[src/design/assr_pkg.sv]
// Shared types and constants for the averaged step speed regulator.
// Holds field widths, configuration register indexes, controller states and the
// command/status structs between the controller and the datapath. No dependencies.
`timescale 1ns / 1ps

package assr_pkg;

  // Field widths and number formats
  localparam int FREQ_FRAC_BITS = 8;
  localparam int SUM_WIDTH      = 40;
  localparam int FREQ_W         = 24;
  localparam int TARGET_W       = 15;
  localparam int DAC_W          = 16;
  localparam int STEP_W         = 15;
  localparam int N_W            = 16;
  localparam int TOL_W          = 24;
  localparam int CFG_IDX_W      = 3;
  localparam int CFG_DATA_W     = 24;
  localparam int S_TDATA_W      = 64;
  localparam int M_TDATA_W      = 40;
  localparam int DIV_CNT_W      = $clog2(SUM_WIDTH + 1);

  // Configuration register indexes
  localparam logic [CFG_IDX_W-1:0] CFG_SAMPLES   = 3'd0;
  localparam logic [CFG_IDX_W-1:0] CFG_TOLERANCE = 3'd1;
  localparam logic [CFG_IDX_W-1:0] CFG_DAC_STEP  = 3'd2;
  localparam logic [CFG_IDX_W-1:0] CFG_DAC_MIN   = 3'd3;
  localparam logic [CFG_IDX_W-1:0] CFG_DAC_MAX   = 3'd4;

  // Reset values of the configuration registers
  localparam logic [N_W-1:0]          RST_SAMPLES  = 16'd16;
  localparam logic [TOL_W-1:0]        RST_TOL      = 24'd26;
  localparam logic [STEP_W-1:0]       RST_STEP     = 15'd1;
  localparam logic signed [DAC_W-1:0] RST_DAC_MIN  = -16'sd2048;
  localparam logic signed [DAC_W-1:0] RST_DAC_MAX  = 16'sd2047;

  // Item kinds carried in the input tuser
  localparam logic OP_SAMPLE = 1'b0;
  localparam logic OP_TARGET = 1'b1;

  typedef enum logic [2:0] {
    ST_IDLE,
    ST_DISPATCH,
    ST_DIVIDE,
    ST_COMPARE,
    ST_DECIDE
  } state_t;

  typedef struct packed {
    logic capture;
    logic commit_simple;
    logic div_start;
    logic compare;
    logic commit_decide;
  } dp_cmd_t;

  typedef struct packed {
    logic simple_item;
    logic div_done;
    logic out_free;
  } dp_status_t;

endpackage

[src/design/assr_div.sv]
// Restoring divider for the window average: SUM_WIDTH-bit dividend by N_W-bit divisor.
// One quotient bit per cycle. Depends on assr_pkg.
`timescale 1ns / 1ps

module assr_div (
  input  logic                           clk,
  input  logic                           rst,
  input  logic                           start,
  input  logic [assr_pkg::SUM_WIDTH-1:0] dividend,
  input  logic [assr_pkg::N_W-1:0]       divisor,
  output logic [assr_pkg::SUM_WIDTH-1:0] quotient,
  output logic                           done
);
  import assr_pkg::*;

  logic                 busy;
  logic [DIV_CNT_W-1:0] cnt;
  logic [SUM_WIDTH-1:0] quo;
  logic [N_W-1:0]       rem;
  logic [N_W-1:0]       dvs;
  logic [N_W:0]         shifted;
  logic [N_W:0]         diff;
  logic                 fits;

  always_comb begin
    shifted = {rem, quo[SUM_WIDTH-1]};
    fits    = shifted >= {1'b0, dvs};
    diff    = shifted - {1'b0, dvs};
  end

  always_ff @(posedge clk) begin
    if (rst) begin
      busy <= 1'b0;
      done <= 1'b0;
      cnt  <= '0;
    end else begin
      done <= 1'b0;
      if (start) begin
        busy <= 1'b1;
        cnt  <= DIV_CNT_W'(SUM_WIDTH);
      end else if (busy) begin
        cnt <= cnt - 1'b1;
        if (cnt == DIV_CNT_W'(1)) begin
          busy <= 1'b0;
          done <= 1'b1;
        end
      end
    end
  end

  // Shift register payload: no reset
  always_ff @(posedge clk) begin
    if (start) begin
      quo <= dividend;
      rem <= '0;
      dvs <= divisor;
    end else if (busy) begin
      quo <= {quo[SUM_WIDTH-2:0], fits};
      rem <= fits ? diff[N_W-1:0] : shifted[N_W-1:0];
    end
  end

  assign quotient = quo;

endmodule

[src/design/assr_dp.sv]
// Datapath of the speed regulator: configuration registers, captured item, regulator
// state, window accumulator, divider, comparisons and the output register.
// Depends on assr_pkg and assr_div.
`timescale 1ns / 1ps

module assr_dp (
  input  logic                            clk,
  input  logic                            rst,
  input  logic                            cfg_we,
  input  logic [assr_pkg::CFG_IDX_W-1:0]  cfg_index,
  input  logic [assr_pkg::CFG_DATA_W-1:0] cfg_data,
  input  logic [assr_pkg::S_TDATA_W-1:0]  s_tdata,
  input  logic                            s_tuser,
  output logic                            m_tvalid,
  input  logic                            m_tready,
  output logic [assr_pkg::M_TDATA_W-1:0]  m_tdata,
  input  assr_pkg::dp_cmd_t               cmd,
  output assr_pkg::dp_status_t            status
);
  import assr_pkg::*;

  // Configuration
  logic [N_W-1:0]          cfg_n;
  logic [TOL_W-1:0]        cfg_tol;
  logic [STEP_W-1:0]       cfg_step;
  logic signed [DAC_W-1:0] cfg_min;
  logic signed [DAC_W-1:0] cfg_max;

  // Captured item
  logic                    it_op;
  logic [FREQ_W-1:0]       it_freq;
  logic [TARGET_W-1:0]     it_target;
  logic signed [DAC_W-1:0] it_preset;
  logic                    it_preset_valid;
  logic                    it_paused;

  // Regulator state
  logic [TARGET_W-1:0]     target;
  logic signed [DAC_W-1:0] drive;
  logic                    adjust;
  logic [SUM_WIDTH-1:0]    sum;
  logic [N_W-1:0]          count;

  logic [TARGET_W-1:0]     target_next;
  logic signed [DAC_W-1:0] drive_next;
  logic                    adjust_next;
  logic [SUM_WIDTH-1:0]    sum_next;
  logic [N_W-1:0]          count_next;
  logic                    dac_wr_next;
  logic                    tab_wr_next;

  // Decision intermediates
  logic [SUM_WIDTH-1:0]    avg;
  logic                    div_done;
  logic [SUM_WIDTH-1:0]    tq;
  logic [SUM_WIDTH-1:0]    dev;
  logic                    avg_lt_tq;
  logic                    avg_lt_tol;
  logic                    dev_gt_tol;
  logic                    up_ok;
  logic                    dn_ok;
  logic signed [DAC_W:0]   drive_x;
  logic signed [DAC_W:0]   step_x;
  logic [N_W-1:0]          divisor;
  logic                    commit;

  // Output register
  logic                    out_valid;
  logic signed [DAC_W-1:0] out_dac;
  logic                    out_dac_wr;
  logic                    out_adjust;
  logic                    out_tab_wr;
  logic [TARGET_W-1:0]     out_tab_freq;

  always_ff @(posedge clk) begin
    if (rst) begin
      cfg_n    <= RST_SAMPLES;
      cfg_tol  <= RST_TOL;
      cfg_step <= RST_STEP;
      cfg_min  <= RST_DAC_MIN;
      cfg_max  <= RST_DAC_MAX;
    end else if (cfg_we) begin
      case (cfg_index)
        CFG_SAMPLES:   cfg_n    <= cfg_data[N_W-1:0];
        CFG_TOLERANCE: cfg_tol  <= cfg_data[TOL_W-1:0];
        CFG_DAC_STEP:  cfg_step <= cfg_data[STEP_W-1:0];
        CFG_DAC_MIN:   cfg_min  <= cfg_data[DAC_W-1:0];
        CFG_DAC_MAX:   cfg_max  <= cfg_data[DAC_W-1:0];
        default: ;
      endcase
    end
  end

  always_ff @(posedge clk) begin
    if (cmd.capture) begin
      it_op           <= s_tuser;
      it_freq         <= s_tdata[23:0];
      it_target       <= s_tdata[38:24];
      it_preset       <= s_tdata[54:39];
      it_preset_valid <= s_tdata[55];
      it_paused       <= s_tdata[56];
    end
  end

  // A zero window length decides on every sample with divisor one
  assign divisor = (cfg_n == '0) ? N_W'(1) : cfg_n;

  assr_div u_div (
    .clk      (clk),
    .rst      (rst),
    .start    (cmd.div_start),
    .dividend (sum),
    .divisor  (divisor),
    .quotient (avg),
    .done     (div_done)
  );

  assign tq = SUM_WIDTH'({target, {FREQ_FRAC_BITS{1'b0}}});

  always_ff @(posedge clk) begin
    if (cmd.compare) begin
      avg_lt_tq  <= avg < tq;
      avg_lt_tol <= avg < SUM_WIDTH'(cfg_tol);
      dev        <= (tq > avg) ? tq - avg : avg - tq;
    end
  end

  always_comb begin
    drive_x    = {drive[DAC_W-1], drive};
    step_x     = {2'b00, cfg_step};
    dev_gt_tol = dev > SUM_WIDTH'(cfg_tol);
    up_ok      = (drive_x < ($signed({cfg_max[DAC_W-1], cfg_max}) - step_x)) && !it_paused;
    dn_ok      = (drive_x > ($signed({cfg_min[DAC_W-1], cfg_min}) + step_x)) && !it_paused;

    target_next = target;
    drive_next  = drive;
    adjust_next = adjust;
    sum_next    = sum;
    count_next  = count;
    dac_wr_next = 1'b0;
    tab_wr_next = 1'b0;

    if (cmd.commit_simple) begin
      if (it_op == OP_TARGET) begin
        target_next = it_target;
        adjust_next = 1'b1;
        dac_wr_next = 1'b1;
        if (it_target == '0) begin
          drive_next = cfg_min;
        end else if (it_preset_valid) begin
          drive_next = it_preset;
        end
      end else begin
        sum_next   = sum + SUM_WIDTH'(it_freq);
        count_next = count + 1'b1;
      end
    end else begin
      // Decision on the sample after a full window
      if (dev_gt_tol && target != '0) begin
        adjust_next = 1'b1;
        if (avg_lt_tq) begin
          if (up_ok) begin
            drive_next  = drive + DAC_W'(cfg_step);
            dac_wr_next = 1'b1;
          end
        end else if (dn_ok) begin
          drive_next  = drive - DAC_W'(cfg_step);
          dac_wr_next = 1'b1;
        end
      end else if (adjust) begin
        if (target != '0) begin
          tab_wr_next = 1'b1;
          adjust_next = 1'b0;
        end else if (avg_lt_tol) begin
          adjust_next = 1'b0;
        end
      end
      sum_next   = SUM_WIDTH'(it_freq);
      count_next = N_W'(1);
    end
  end

  assign commit = cmd.commit_simple || cmd.commit_decide;

  always_ff @(posedge clk) begin
    if (rst) begin
      target <= '0;
      drive  <= '0;
      adjust <= 1'b0;
      sum    <= '0;
      count  <= '0;
    end else if (commit) begin
      target <= target_next;
      drive  <= drive_next;
      adjust <= adjust_next;
      sum    <= sum_next;
      count  <= count_next;
    end
  end

  always_ff @(posedge clk) begin
    if (rst) begin
      out_valid <= 1'b0;
    end else if (commit) begin
      out_valid <= 1'b1;
    end else if (m_tready) begin
      out_valid <= 1'b0;
    end
  end

  always_ff @(posedge clk) begin
    if (commit) begin
      out_dac      <= drive_next;
      out_dac_wr   <= dac_wr_next;
      out_adjust   <= adjust_next;
      out_tab_wr   <= tab_wr_next;
      out_tab_freq <= tab_wr_next ? target_next : '0;
    end
  end

  assign m_tvalid = out_valid;
  assign m_tdata  = {6'b0, out_tab_freq, out_tab_wr, out_adjust, out_dac_wr, out_dac};

  assign status.simple_item = (it_op == OP_TARGET) || (count < cfg_n);
  assign status.div_done    = div_done;
  assign status.out_free    = !out_valid || m_tready;

endmodule

[src/design/assr_ctrl.sv]
// Controller state machine of the speed regulator: sequences capture, divide,
// compare and commit of one item at a time. Depends on assr_pkg.
`timescale 1ns / 1ps

module assr_ctrl (
  input  logic                 clk,
  input  logic                 rst,
  input  logic                 s_tvalid,
  output logic                 s_tready,
  input  assr_pkg::dp_status_t status,
  output assr_pkg::dp_cmd_t    cmd
);
  import assr_pkg::*;

  state_t state;
  state_t state_next;

  always_ff @(posedge clk) begin
    if (rst) begin
      state <= ST_IDLE;
    end else begin
      state <= state_next;
    end
  end

  always_comb begin
    state_next = state;
    cmd        = '0;
    s_tready   = 1'b0;
    case (state)
      ST_IDLE: begin
        s_tready = 1'b1;
        if (s_tvalid) begin
          cmd.capture = 1'b1;
          state_next  = ST_DISPATCH;
        end
      end
      ST_DISPATCH: begin
        if (!status.simple_item) begin
          cmd.div_start = 1'b1;
          state_next    = ST_DIVIDE;
        end else if (status.out_free) begin
          cmd.commit_simple = 1'b1;
          state_next        = ST_IDLE;
        end
      end
      ST_DIVIDE: begin
        if (status.div_done) begin
          state_next = ST_COMPARE;
        end
      end
      ST_COMPARE: begin
        cmd.compare = 1'b1;
        state_next  = ST_DECIDE;
      end
      ST_DECIDE: begin
        if (status.out_free) begin
          cmd.commit_decide = 1'b1;
          state_next        = ST_IDLE;
        end
      end
      default: begin
        state_next = ST_IDLE;
      end
    endcase
  end

endmodule

[src/design/averaged_step_speed_regulator_top.sv]
// Top level of the averaged step speed regulator.
// Joins the controller (assr_ctrl) and the datapath (assr_dp). Depends on assr_pkg.
`timescale 1ns / 1ps

// Bang-bang speed regulator with a deadband. Each transfer on the slave side is either
// a measured frequency sample or a new target; each produces exactly one result transfer
// on the master side carrying the DAC drive value and the write/adjust/table flags.
// Samples are summed over a window of samples_per_decision samples; the sample after a
// full window starts a decision: the sum is floor-divided by the window length, compared
// against target << 8 with the tolerance band, and the DAC value steps by dac_step when
// allowed. That sample then opens the next window. A target transfer or a sample that
// only accumulates is captured on acceptance and reaches the result register from the
// dispatch state. A deciding sample passes from dispatch to the restoring divider, which
// retires one quotient bit per cycle over the 40-bit window sum, then to a step that sees
// the divider finish, a step to compare and a step to commit. One item is processed at
// a time; the next item is accepted while the previous result still waits in the output
// register, and processing holds at its commit step while that register is occupied.
// Configuration writes are taken on any cycle with cfg_we high; indexes 5 to 7 are
// ignored. Write configuration only while no item is in flight.

module averaged_step_speed_regulator_top (
  input  logic                            clk,
  input  logic                            rst,
  // Configuration write port
  input  logic                            cfg_we,
  input  logic [assr_pkg::CFG_IDX_W-1:0]  cfg_index,
  input  logic [assr_pkg::CFG_DATA_W-1:0] cfg_data,
  // Slave stream: measured samples and target updates
  input  logic                            s_tvalid,
  output logic                            s_tready,
  // s_tdata from bit 0: frequency_sample[23:0], target_freq[38:24],
  // preset_dac[54:39], preset_valid[55], paused[56], zero pad[63:57]
  input  logic [assr_pkg::S_TDATA_W-1:0]  s_tdata,
  // s_tuser: opcode (0 sample, 1 new target)
  input  logic                            s_tuser,
  // Master stream: regulator results
  output logic                            m_tvalid,
  input  logic                            m_tready,
  // m_tdata from bit 0: dac_value[15:0], dac_write[16], adjusting[17],
  // table_write[18], table_freq[33:19], zero pad[39:34]
  output logic [assr_pkg::M_TDATA_W-1:0]  m_tdata
);
  import assr_pkg::*;

  dp_cmd_t    cmd;
  dp_status_t status;

  // Sequence one item at a time
  assr_ctrl u_ctrl (
    .clk      (clk),
    .rst      (rst),
    .s_tvalid (s_tvalid),
    .s_tready (s_tready),
    .status   (status),
    .cmd      (cmd)
  );

  // Hold configuration, regulator state, divider and result register
  assr_dp u_dp (
    .clk       (clk),
    .rst       (rst),
    .cfg_we    (cfg_we),
    .cfg_index (cfg_index),
    .cfg_data  (cfg_data),
    .s_tdata   (s_tdata),
    .s_tuser   (s_tuser),
    .m_tvalid  (m_tvalid),
    .m_tready  (m_tready),
    .m_tdata   (m_tdata),
    .cmd       (cmd),
    .status    (status)
  );

endmodule
[config.mk]
export PLATFORM = sky130hd
export DESIGN_NAME = averaged_step_speed_regulator_top
export DESIGN_NICKNAME = d
export VERILOG_FILES = /design/src/design/assr_pkg.sv /design/src/design/assr_div.sv /design/src/design/assr_dp.sv /design/src/design/assr_ctrl.sv /design/src/design/averaged_step_speed_regulator_top.sv
export SDC_FILE = /design/constraint.sdc
export NUM_CORES = 1
export LEC_CHECK = 0
export ABC_AREA = 0
export BUFFER_PORTS_ARGS = -buffer_cell sky130_fd_sc_hd__buf_2
export CAP_MARGIN = 15
export CORE_MARGIN = 2
export CORE_UTILIZATION = 35
export CTS_CLUSTER_DIAMETER = 150
export DETAILED_ROUTE_END_ITERATION = 10
export HOLD_SLACK_MARGIN = 0.08
export PLACE_DENSITY = 0.49
export RECOVER_POWER = 100
export SKIP_CTS_REPAIR_TIMING = 1
export SYNTH_ARGS = -nofsm -noshare
export SYNTH_HDL_FRONTEND = slang
export SYNTH_SLANG_ARGS = --single-unit
[constraint.sdc]
create_clock -name clk -period 5 [get_ports clk]
set_clock_uncertainty 0.2 [all_clocks]
set_input_delay 1 -clock clk [delete_from_list [all_inputs] [get_ports clk]]
set_output_delay 1 -clock clk [all_outputs]
set_load 0.02 [all_outputs]
# [Word level (Yosys, flattened, before mapping)]
# Index checks and enable logic that the tools add are counted.
[op_classes] add_sub_neg=10 n_shift=0 muxes=56 n_mul=0 n_lt_le_gt_ge=8 div=0 bitwise=1 n_eq_ne=12 n_reduce_logical=24
[op_table] operator="$mux 40" count=5
[op_table] operator="$mux 16" count=11
[op_table] operator="$add 40x24->40" count=1
[op_table] operator="$gt 23x40->1" count=1
[op_table] operator="$gt 40x24->1" count=1
[op_table] operator="$lt 40x23->1" count=1
[op_table] operator="$lt 40x24->1" count=1
[op_table] operator="$sub 23x40->40" count=1
[op_table] operator="$sub 40x23->40" count=1
[op_table] operator="$mux 1" count=30
[op_table] operator="$mux 15" count=2
[op_table] operator="$add 16x16->17" count=1
[op_table] operator="$ge 17x16->1" count=1
[op_table] operator="$gt 16x17->1" count=1
[op_table] operator="$lt 16x17->1" count=1
[op_table] operator="$sub 16x16->17" count=1
[op_table] operator="$add 16x1->16 const B" count=1
[op_table] operator="$add 16x15->16" count=1
[op_table] operator="$logic_not 16->1" count=1
[op_table] operator="$lt 16x16->1" count=1
[op_table] operator="$sub 16x15->16" count=1
[op_table] operator="$sub 16x16->16" count=1
[op_table] operator="$logic_not 15->1" count=1
[op_table] operator="$pmux 3 s5" count=1
[op_table] operator="other kinds (20)" count=43
[word_totals] output_inout_bits=42 ff_bits=393 mem_count=0 romBits=0 word_cells=144 mem_bits_rw=0 latchBits=0

# [Logic depth before layout (Yosys ltp)]
# Gate-level depths: netlist of the first run.
[logic_depth] word_depth=7 ltp_mapped=24 depth_no_buf=23

# [Hierarchy]
# A second synthesis of the first run with hierarchy kept.
[unflattened] hier_cells=2651 hier_area_um2=24397.1
[modules_own_cells] module="assr_dp" cells_each=2263 n_inst=1 area_each_um2=19971.7 seq_area_each_um2=7547.2
[modules_own_cells] module="assr_div" cells_each=366 n_inst=1 area_each_um2=4227.8 seq_area_each_um2=2162.1
[modules_own_cells] module="assr_ctrl" cells_each=22 n_inst=1 area_each_um2=197.7 seq_area_each_um2=60.1

# [Least setup slack after synthesis of the first run]
# OpenSTA, ideal clock, no wires.
[synth_timing] path_kind="register to register" from="register u_dp.cfg_step[0]" to="register u_dp.out_dac[15] (data pin)" n_path_buf=1 setup_ns=0.259 path_stages_with_launch=24 t_required_ns=4.541 slack_ns=-0.243 period_less_slack_ns=5.243 arrival_time_ns=4.784 cell_sequence="dfxtp_1 -> ha_1 -> inv_1 -> fa_1 -> a21o_1 -> a21oi_1 -> o21bai_1 -> a21oi_1 -> o21ai_0 -> a41oi_1 -> nand2b_1 -> a21oi_1 -> xor2_1 -> ha_1 -> nand2_1 -> o21ai_0 -> a211o_1 -> o32a_1 -> mux2_2 -> clkbuf_1 -> a21oi_1 -> o211a_1 -> o21bai_1 -> a211o_1"
[synth_between] elab_chain_len=7 word_cells_on_any_way=13
[synth_lines] element="start, declared" line="assr_dp.sv:25" text="logic [STEP_W-1:0] cfg_step;"
[synth_lines] element="start signal, assigned" line="assr_dp.sv:86" text="CFG_DAC_STEP: cfg_step <= cfg_data[STEP_W-1:0];"
[synth_lines] element="$add 16x16->17 / $sub 16x16->17 (equally long branches)" line="assr_dp.sv:133, assr_dp.sv:132"
[synth_lines] element="$gt 16x17->1 / $lt 16x17->1 (equally long branches)" line="assr_dp.sv:133, assr_dp.sv:132"
[synth_lines] element="$logic_and 1x1->1, on equally long branches" line="assr_dp.sv:133, assr_dp.sv:132"
[synth_lines] element="$mux 16, on equally long branches" line="assr_dp.sv:166, assr_dp.sv:162"
[synth_lines] element="$mux 16 (*)" line="assr_dp.sv:161" text="if (avg_lt_tq) begin"
[synth_lines] element="$mux 16 (*)" line="assr_dp.sv:159" text="if (dev_gt_tol && target != '0) begin"
[synth_lines] element="$mux 16 (*)" line="assr_dp.sv:143" text="if (cmd.commit_simple) begin"
[synth_lines] element="net u_dp.drive_next[15]" line="assr_dp.sv:45" text="logic signed [DAC_W-1:0] drive_next;"
[synth_lines] element="end signal, assigned" line="assr_dp.sv:213" text="out_dac <= drive_next;"
[synth_lines] element="end, declared" line="assr_dp.sv:69" text="logic signed [DAC_W-1:0] out_dac;"
# Mark *: on every way through the listed nets, which the timed path passes. The rest lies on a longest branch.
# A chain may end at the register's enable or synchronous reset.

# [Worst setup path in the final report of the first run]
# Same ends and word-level chain as after synthesis.

==> run metrics, run 1 <==
wl on met1 36.5 mm; DR iter-0 viols 1450; status finished with violations; Area Growth Syn to Fin 16.9%; Slew @ Worst Pin 3.14 ns; fin crit share 0.995; die area 71400 um^2; Syn Inst Count 2707; metal2 WL 31.8 mm; post-synthesis register bit count 393; overall routing resource usage 0.203; H-tree Lvls 2; CTS root buf clkbuf_16; antenna violations before repair 2; YS warnings 0; ys flop type dfxtp_1; HPWL Detailed 55.3 mm; final-report hold violation count 0; Worst Path Arrival 5.12 ns; Seq/Total Area, Yosys 0.403; die height 267 um; asr flop ratio synth 0; syn_area_per_cell 8.95 um^2; Die Wd 267 um; DRC 0; Fmax 201 MHz; Reg clk slew, reported paths 0.06 ns; core area 68600 um^2; Slew headroom -1.10; Hold WC Path Type reg -> reg; Inserted Diodes 0; DP Area 26300 um^2; Slew Viols, Final 187; DRT antenna net count 0; # setup viols final 0; failing checks max-capacitance violations, max-slew violations; clock sinks 393; met3 WL 3.54 mm; setup ws final 0.0256 ns; Leak 11.3 nW; CP Class reg -> reg; largest net degree at the start of global routing 160; DR WL/cell 19.1 um; Post-synth EDFFs 190; synthesized area 24200 um^2; largest cells by area after synthesis edfxtp_1, dfxtp_1, ha_1; top cells by count, synth nand2_1, ha_1, a21oi_1; CTS tree built; first-pass GRT wire length 114 mm; quantity of I/O buffers inserted on ports 125; CP Launch Type flip-flop; 1st-pass router iterations 5; RSZ-0062 raised after global routing yes; layout cells sized above 1 0.126; highest metal used met4; via count 20500; Bufs on Longest Clock Path 3; Max-cap violations 6; Final #Nets 3201; FP Rows 96; vias per inst 5.35; final wirelength 73.3 mm; GPL Wtd Cong 0.885; Fin Hold WS 0.258 ns; pwr/cell area 316 nW/um^2; IO Pins 139; fin cells 3837; dpl ws -0.448 ns; number of buffers created by CTS 46; fin crit period 4.97 ns; total grt overflow 0; worst vdd ir 0.204 mV; vias in the first global route 19700; cell taking the most area after synthesis edfxtp_1; Crit. End Element flip-flop; Max FO, Critical Path 4; Initial Util 0.353; Finished Cell Area 28300 um^2; Critical Path RT 5.15 ns; DP Cell Count 3733; most frequent cell after synthesis nand2_1; Final Util 0.413; clock latency on the worst-skew pair 0.60 ns; Yosys cell types 85; post-synth top area share 0.235
-- layer usage --
metal	vias up	global-route usage
met4	0	0.0481
met2	494	0.314
met1	9863	0.301
met3	87	0.0226
met5	-	0
li1	10100	-
-- stage by stage --
step,TNS [ns],power (mW)
6_report,0,8.97
5_1_grt,-3.55,9.41
4_1_cts,-10.83,8.95
3_5_place_dp,-9.44,5.42
3_3_place_gp,-7.07,5.39
2_1_floorplan,0,4.92
-- state kept, by name, summed over array words and instances, names as in the netlist, 3 cells and up --
| register | cells |
|---|---|
| u_dp.cfg_n | 16 |
| u_dp.u_div.cnt | 6 |
| u_dp.it_freq | 24 |
| u_dp.it_target | 15 |
| u_dp.count | 16 |
| u_dp.u_div.dvs | 16 |
| u_dp.target | 15 |
| u_dp.cfg_min | 16 |
| u_dp.drive | 16 |
| u_dp.cfg_step | 15 |
| u_dp.cfg_max | 16 |
| u_dp.out_tab_freq | 15 |
| u_dp.it_preset | 16 |
| u_dp.sum | 40 |
| u_dp.cfg_tol | 24 |
| u_dp.dev | 40 |
| u_dp.u_div.quotient | 40 |
| u_dp.out_dac | 16 |
| u_ctrl.state | 3 |
| u_dp.u_div.rem | 16 |
-- path summary, 6_finish.rpt --
kind	startpoint	endpoint	slack, ns	depth (start not counted)
worst min-delay path	u_dp.cfg_tol[11]	u_dp.cfg_tol[11]	0.26	2
worst min register to register	u_dp.cfg_tol[11]	u_dp.cfg_tol[11]	0.26	2
worst max register to register	u_dp.cfg_step[0]	u_dp.out_dac[15]	0.03	23
worst max-delay path	u_dp.cfg_step[0]	u_dp.out_dac[15]	0.03	23
-- cell type report --
type / count / area [um^2]
Clock inverter: 18 / 209
Sequential cell: 393 / 9780
Fill cell: 6886 / 40200
Timing Repair Buffer: 239 / 1440
Tap cell: 931 / 1160
Multi-Input combinational cell: 2019 / 13800
Inverter: 170 / 638
Clock buffer: 67 / 1360
-- critical path: stages (launching register included) --
cell and delay [ns]:
dfxtp_4 0.39, ha_4 0.14, inv_2 0.04, fa_2 0.38
a21o_1 0.20, a21oi_2 0.15, o21bai_1 0.10, a21oi_2 0.18
o21ai_2 0.10, a41oi_2 0.21, nand2b_1 0.09, a21oi_2 0.15
xor2_1 0.18, ha_1 0.28, nand2_1 0.09, o21ai_2 0.07
a211o_1 0.23, o32a_1 0.32, mux2_4 0.38, buf_6 0.16
a21oi_4 0.15, o211a_1 0.20, o21bai_1 0.07, a211o_1 0.27
-- placed cells by master, fill, tap and decap left out, types with 24 or more instances in the layout --
cell type	n
nand2_1	390
ha_1	225
a21oi_1	210
nor2_1	207
dfxtp_1	200
edfxtp_1	190
inv_1	167
o21ai_0	105
buf_2	84
buf_4	84
xnor2_1	70
a21o_1	64
clkbuf_1	62
nor3_1	60
clkbuf_16	48
mux2i_1	40
xor2_1	39
a211oi_1	34
nand3_1	29
nand4_1	28
nand2b_1	27
o21a_1	27
nand3b_1	26
nor2b_1	25
a31oi_1	24
-- logic make-up (layout without fill, tap and decap cells) --
family                   Yosys count  after routing  share of synthesized area
multiplexers                      44             44                     0.0184
XOR/XNOR                         109            109                     0.0394
flip-flops                       393            393                      0.403
AND/OR/NAND/NOR                  928            928                      0.177
adder cells (fa/ha/maj)          235            235                      0.123
buffers and inverters            300            494                     0.0484
other                              1              6                   0.000155
AO/OA/AOI/OAI                    697            697                      0.190
-- power by group --
| part | switching [mW] | internal (mW) |
|---|---|---|
| Combinational | 1.04 | 0.748 |
| Clock | 1.45 | 2.05 |
| Sequential | 0.146 | 3.54 |
| Total | 2.63 | 6.33 |
(Power assumes the default switching activity.)
==> inputs of run 2 (changes only) <==
CELL_PAD_IN_SITES_DETAIL_PLACEMENT = 1   (was unset)
CELL_PAD_IN_SITES_GLOBAL_PLACEMENT = 2   (was unset)
CORE_MARGIN = unset   (was 2)
CTS_BUF_LIST = sky130_fd_sc_hd__clkbuf_2 sky130_fd_sc_hd__clkbuf_4 sky130_fd_sc_hd__clkbuf_8   (was unset)
PLACE_DENSITY = 0.74   (was 0.49)
==> run metrics, run 2 (synthesized netlist as in run 1, its figures left out) <==
Slew Viols, Final 256; Max-cap violations 6; FF-to-FF End u_dp.out_dac[15]; fin crit period 4.99 ns; layout cells sized above 1 0.139; fin cells 3881; GPL Wtd Cong 0.898; Area Growth Syn to Fin 16.8%; Slew @ Worst Pin 3.12 ns; Worst Path Arrival 5.23 ns; Crit. End Element flip-flop; # setup viols final 0; commonest non-fill, non-tap cell in the layout nand2_1; failing checks max-capacitance violations, max-slew violations; 1st-pass router iterations 5; Fmax 200 MHz; Reg clk slew, reported paths 0.06 ns; setup ws final 0.00597 ns; HPWL Detailed 60.5 mm; CTS root buf clkbuf_8; RSZ-0062 raised after global routing yes; Final Util 0.413; antenna violations before repair 2; largest net degree at the start of global routing 88; final wirelength 79.9 mm; DRC 0; quantity of I/O buffers inserted on ports 125; reg-to-reg slack, setup 0.006 ns; Max FO, Critical Path 5; core area 68600 um^2; vias per inst 5.42; Fin Hold WS 0.257 ns; IO Pins 139; Critical Path RT 5.24 ns; clock sinks 393; Bufs on Longest Clock Path 3; via count 21000; die height 265 um; die area 70300 um^2; vias in the first global route 21800; number of buffers created by CTS 75; DRT antenna net count 0; Layout fillers 7975; commonest cells after routing, fill and taps aside nand2_1, ha_1, a21oi_1, nor2_1, dfxtp_1; Initial Util 0.353; capture point of the worst path u_dp.out_dac[15]; Die Wd 265 um; Slew headroom -1.08; final-report hold violation count 0; fin crit share 0.999; H-tree Lvls 3; DP Cell Count 3729; CP Class reg -> reg; Leak 11.3 nW; worst r2r src u_dp.cfg_step[0]; FP Rows 96; first-pass GRT wire length 124 mm; worst vdd ir 0.197 mV; CP Launch Type flip-flop; pwr/cell area 318 nW/um^2; dpl ws -0.651 ns; CTS tree built; status finished with violations; overall routing resource usage 0.224; Final #Nets 3219; Hold WC Path Type reg -> reg; clock latency on the worst-skew pair 0.68 ns; DR iter-0 viols 1082; total grt overflow 0; DR WL/cell 20.6 um; Critical Path Source u_dp.cfg_step[0]; Worst Reg-to-Reg Cells 23
[run 2: worst min path at each step]
| stage | to | cells past startpoint | start | slack [ns] |
|---|---|---|---|---|
| after global routing | u_dp.it_target[10] | 1 | s_tdata[34] | 0.25 |
| after floorplan | u_dp.cfg_tol[10] | 2 | u_dp.cfg_tol[10] | 0.24 |
| after detailed placement | u_dp.cfg_tol[5] | 2 | u_dp.cfg_tol[5] | 0.25 |
| after global placement | u_dp.cfg_tol[20] | 2 | u_dp.cfg_tol[20] | 0.25 |
| after CTS | u_dp.it_preset[10] | 1 | s_tdata[49] | 0.22 |
| final | u_dp.cfg_tol[5] | 2 | u_dp.cfg_tol[5] | 0.26 |
[run 2: metal layers]
| layer | vias to the layer above | global-route usage | wire (um) |
|---|---|---|---|
| met3 | 104 | 0.0346 | 3300 |
| met4 | 0 | 0.0600 | 1570 |
| met1 | 10400 | 0.320 | 39300 |
| met2 | 357 | 0.351 | 35700 |
| met5 | - | 0 | 0 |
| li1 | 10100 | - | - |
[run 2: area by class of cell]
| cell class | instances | area [um^2] | share of cell area |
|---|---|---|---|
| antenna | 2 | 5.00 | 0.000177 |
| clock buffer | 112 | 1400 | 0.0496 |
| clock inverter | 26 | 234 | 0.00827 |
| inverter | 170 | 638 | 0.0226 |
| multi-input combinational | 2019 | 13700 | 0.484 |
| sequential | 393 | 9780 | 0.345 |
| tap | 931 | 1160 | 0.0412 |
| timing repair buffer | 228 | 1390 | 0.0490 |
[run 2: per-stage QoR]
| step | TNS (ns) | cell area [um^2] | power (mW) |
|---|---|---|---|
| after floorplan | 0 | 24300 | 4.92 |
| after global placement | -9.22 | 26200 | 5.41 |
| after detailed placement | -16.18 | 26200 | 5.47 |
| after CTS | -16.31 | 27900 | 9.04 |
| after global routing | -3.26 | 28300 | 9.44 |
| final | 0 | 28300 | 9.01 |
[run 2: power by group]
part | switching (mW) | total (mW) | internal (mW)
clock | 1.50 | 3.51 | 2.01
combinational | 1.07 | 1.81 | 0.745
sequential | 0.148 | 3.68 | 3.54
[run 2: worst max-delay path: stages (launching register included)]
cell and delay, ns:
dfxtp_4 0.38, ha_4 0.14, inv_2 0.03, fa_2 0.33, nor2b_1 0.13, o21ai_1 0.09
a21oi_1 0.16, o21ai_1 0.13, a21boi_2 0.18, o2111ai_2 0.20, a31oi_2 0.29, a41oi_2 0.15
o31ai_1 0.11, ha_1 0.30, a21o_1 0.20, a2111oi_4 0.33, o21ai_2 0.11, a211o_1 0.36
nand3_4 0.16, buf_6 0.14, a21oi_4 0.06, o211a_1 0.16, nor3b_1 0.14, a211o_1 0.25
==> inputs of run 3 (changes only) <==
BUFFER_PORTS_ARGS = unset   (was -buffer_cell sky130_fd_sc_hd__buf_2)
DONT_BUFFER_PORTS = 1   (was unset)
PLACE_DENSITY = 0.71   (was 0.74)
==> run metrics, run 3 (synthesized netlist as in run 1, its figures left out) <==
clock latency on the worst-skew pair 0.67 ns; Final #Nets 3106; die area 70300 um^2; worst vdd ir 0.187 mV; first-pass GRT wire length 123 mm; Fin Hold WS 0.206 ns; 1st-pass router iterations 5; DR iter-0 viols 1169; largest net degree at the start of global routing 161; die height 265 um; Reg clk slew, reported paths 0.07 ns; Max FO, Critical Path 8; vias in the first global route 21200; pwr/cell area 318 nW/um^2; DRT antenna net count 0; Die Wd 265 um; CP Class reg -> reg; Final Util 0.406; fin crit period 5.12 ns; failing checks max-capacitance violations, max-slew violations, negative setup slack; DR WL/cell 21.3 um; quantity of I/O buffers inserted on ports 0; Crit. End Element flip-flop; Slew @ Worst Pin 3.17 ns; GPL Wtd Cong 0.876; multi-input logic area 13800 um^2; setup ws final -0.115 ns; layout cells sized above 1 0.125; max incr delay on CP 0.41 ns; vias per inst 5.47; CTS tree built; Layout fillers 7857; Power Total 8.86 mW; worst-path cell with the longest stage delay a2111o_1; CP Launch Type flip-flop; Leak 11.1 nW; CTS root buf clkbuf_8; Setup TNS -1.08 ns; number of buffers created by CTS 76; crit path cell chain ha_4 -> inv_2 -> fa_2 -> a21o_1 -> a21oi_2 -> o21bai_1 -> a21oi_2 -> o21ai_2 -> buf_4 -> buf_4 -> xnor2_2 -> ha_1 -> and4_1 -> a2111o_1 -> o32a_1 -> mux2_4 -> buf_12 -> a21oi_4 -> o211a_1 -> o21bai_1 -> a211o_1; HPWL Detailed 60.6 mm; Initial Util 0.353; final wirelength 80.1 mm; IO Pins 139; RSZ-0062 raised after global routing yes; FP Rows 96; # setup viols final 15; Slew headroom -1.11; Area Growth Syn to Fin 15.0%; total grt overflow 0; Critical Path RT 5.22 ns; DRC 0; Max-cap violations 5; core area 68600 um^2; Fmax 195 MHz; final-report hold violation count 0; status finished with violations; commonest non-fill, non-tap cell in the layout nand2_1; via count 20600; Storage cell area 9770 um^2; Hold WC Path Type in -> reg; commonest cells after routing, fill and taps aside nand2_1, ha_1, a21oi_1, nor2_1, dfxtp_1; H-tree Lvls 3; antenna violations before repair 4; dpl ws -0.577 ns; Bufs on Longest Clock Path 3; Slew Viols, Final 138; overall routing resource usage 0.224; fin crit share 1.02; Worst Path Arrival 5.33 ns; clock sinks 393
==> run 3: worst max-delay path, delay by kind of cell (launching register included) <==
family                     cells  cell delay [ns]
xor gates and xnor gates       1             0.13
adders and majority gates      3             0.83
and+or+nand+nor                1             0.18
muxes                          1             0.40
AOI/OAI and AO/OA             11             2.27
buffers and inverters          4             0.49
DFF                            1             0.37
==> run 3: worst paths after layout <==
check              startpoint                to  slack [ns]  cells past startpoint
max          u_dp.cfg_step[0]  u_dp.out_dac[15]       -0.12                     21
min                       rst    u_dp.drive[11]        0.21                      1
min reg2reg  u_dp.cfg_tol[13]  u_dp.cfg_tol[13]        0.26                      2
max reg2reg  u_dp.cfg_step[0]  u_dp.out_dac[15]       -0.12                     21
==> run 3: power breakdown <==
group          total, mW  switching (mW)  internal [mW]
registers           3.71           0.176           3.54
clock network       3.44            1.49           1.95
logic               1.70           0.988          0.715
==> run 3: per-stage QoR <==
| stage | cell area [um^2] | instances |
|---|---|---|
| CTS | 27300 | 3754 |
| global placement | 25700 | 3613 |
| floorplan | 24300 | 2712 |
| detailed placement | 25700 | 3613 |
| finish | 27900 | 3769 |
| global route | 27900 | 3769 |
==> run 3: area by class of cell <==
| class | count | area share |
|---|---|---|
| timing repair buffer | 114 | 0.0328 |
| inverter | 170 | 0.0229 |
| multi-input combinational | 2019 | 0.493 |
| antenna | 1 | 0.0000898 |
| tap | 931 | 0.0418 |
| clock buffer | 122 | 0.0533 |
| clock inverter | 19 | 0.00516 |
| sequential | 393 | 0.351 |
==> run 3: routing by layer <==
metal  global-route usage  vias up  wire, um
li1                     -     9889         -
met1                0.319    10200     39300
met2                0.348      390     35400
met3               0.0362       99      3920
met4               0.0626        0      1470
met5                    0        -         0
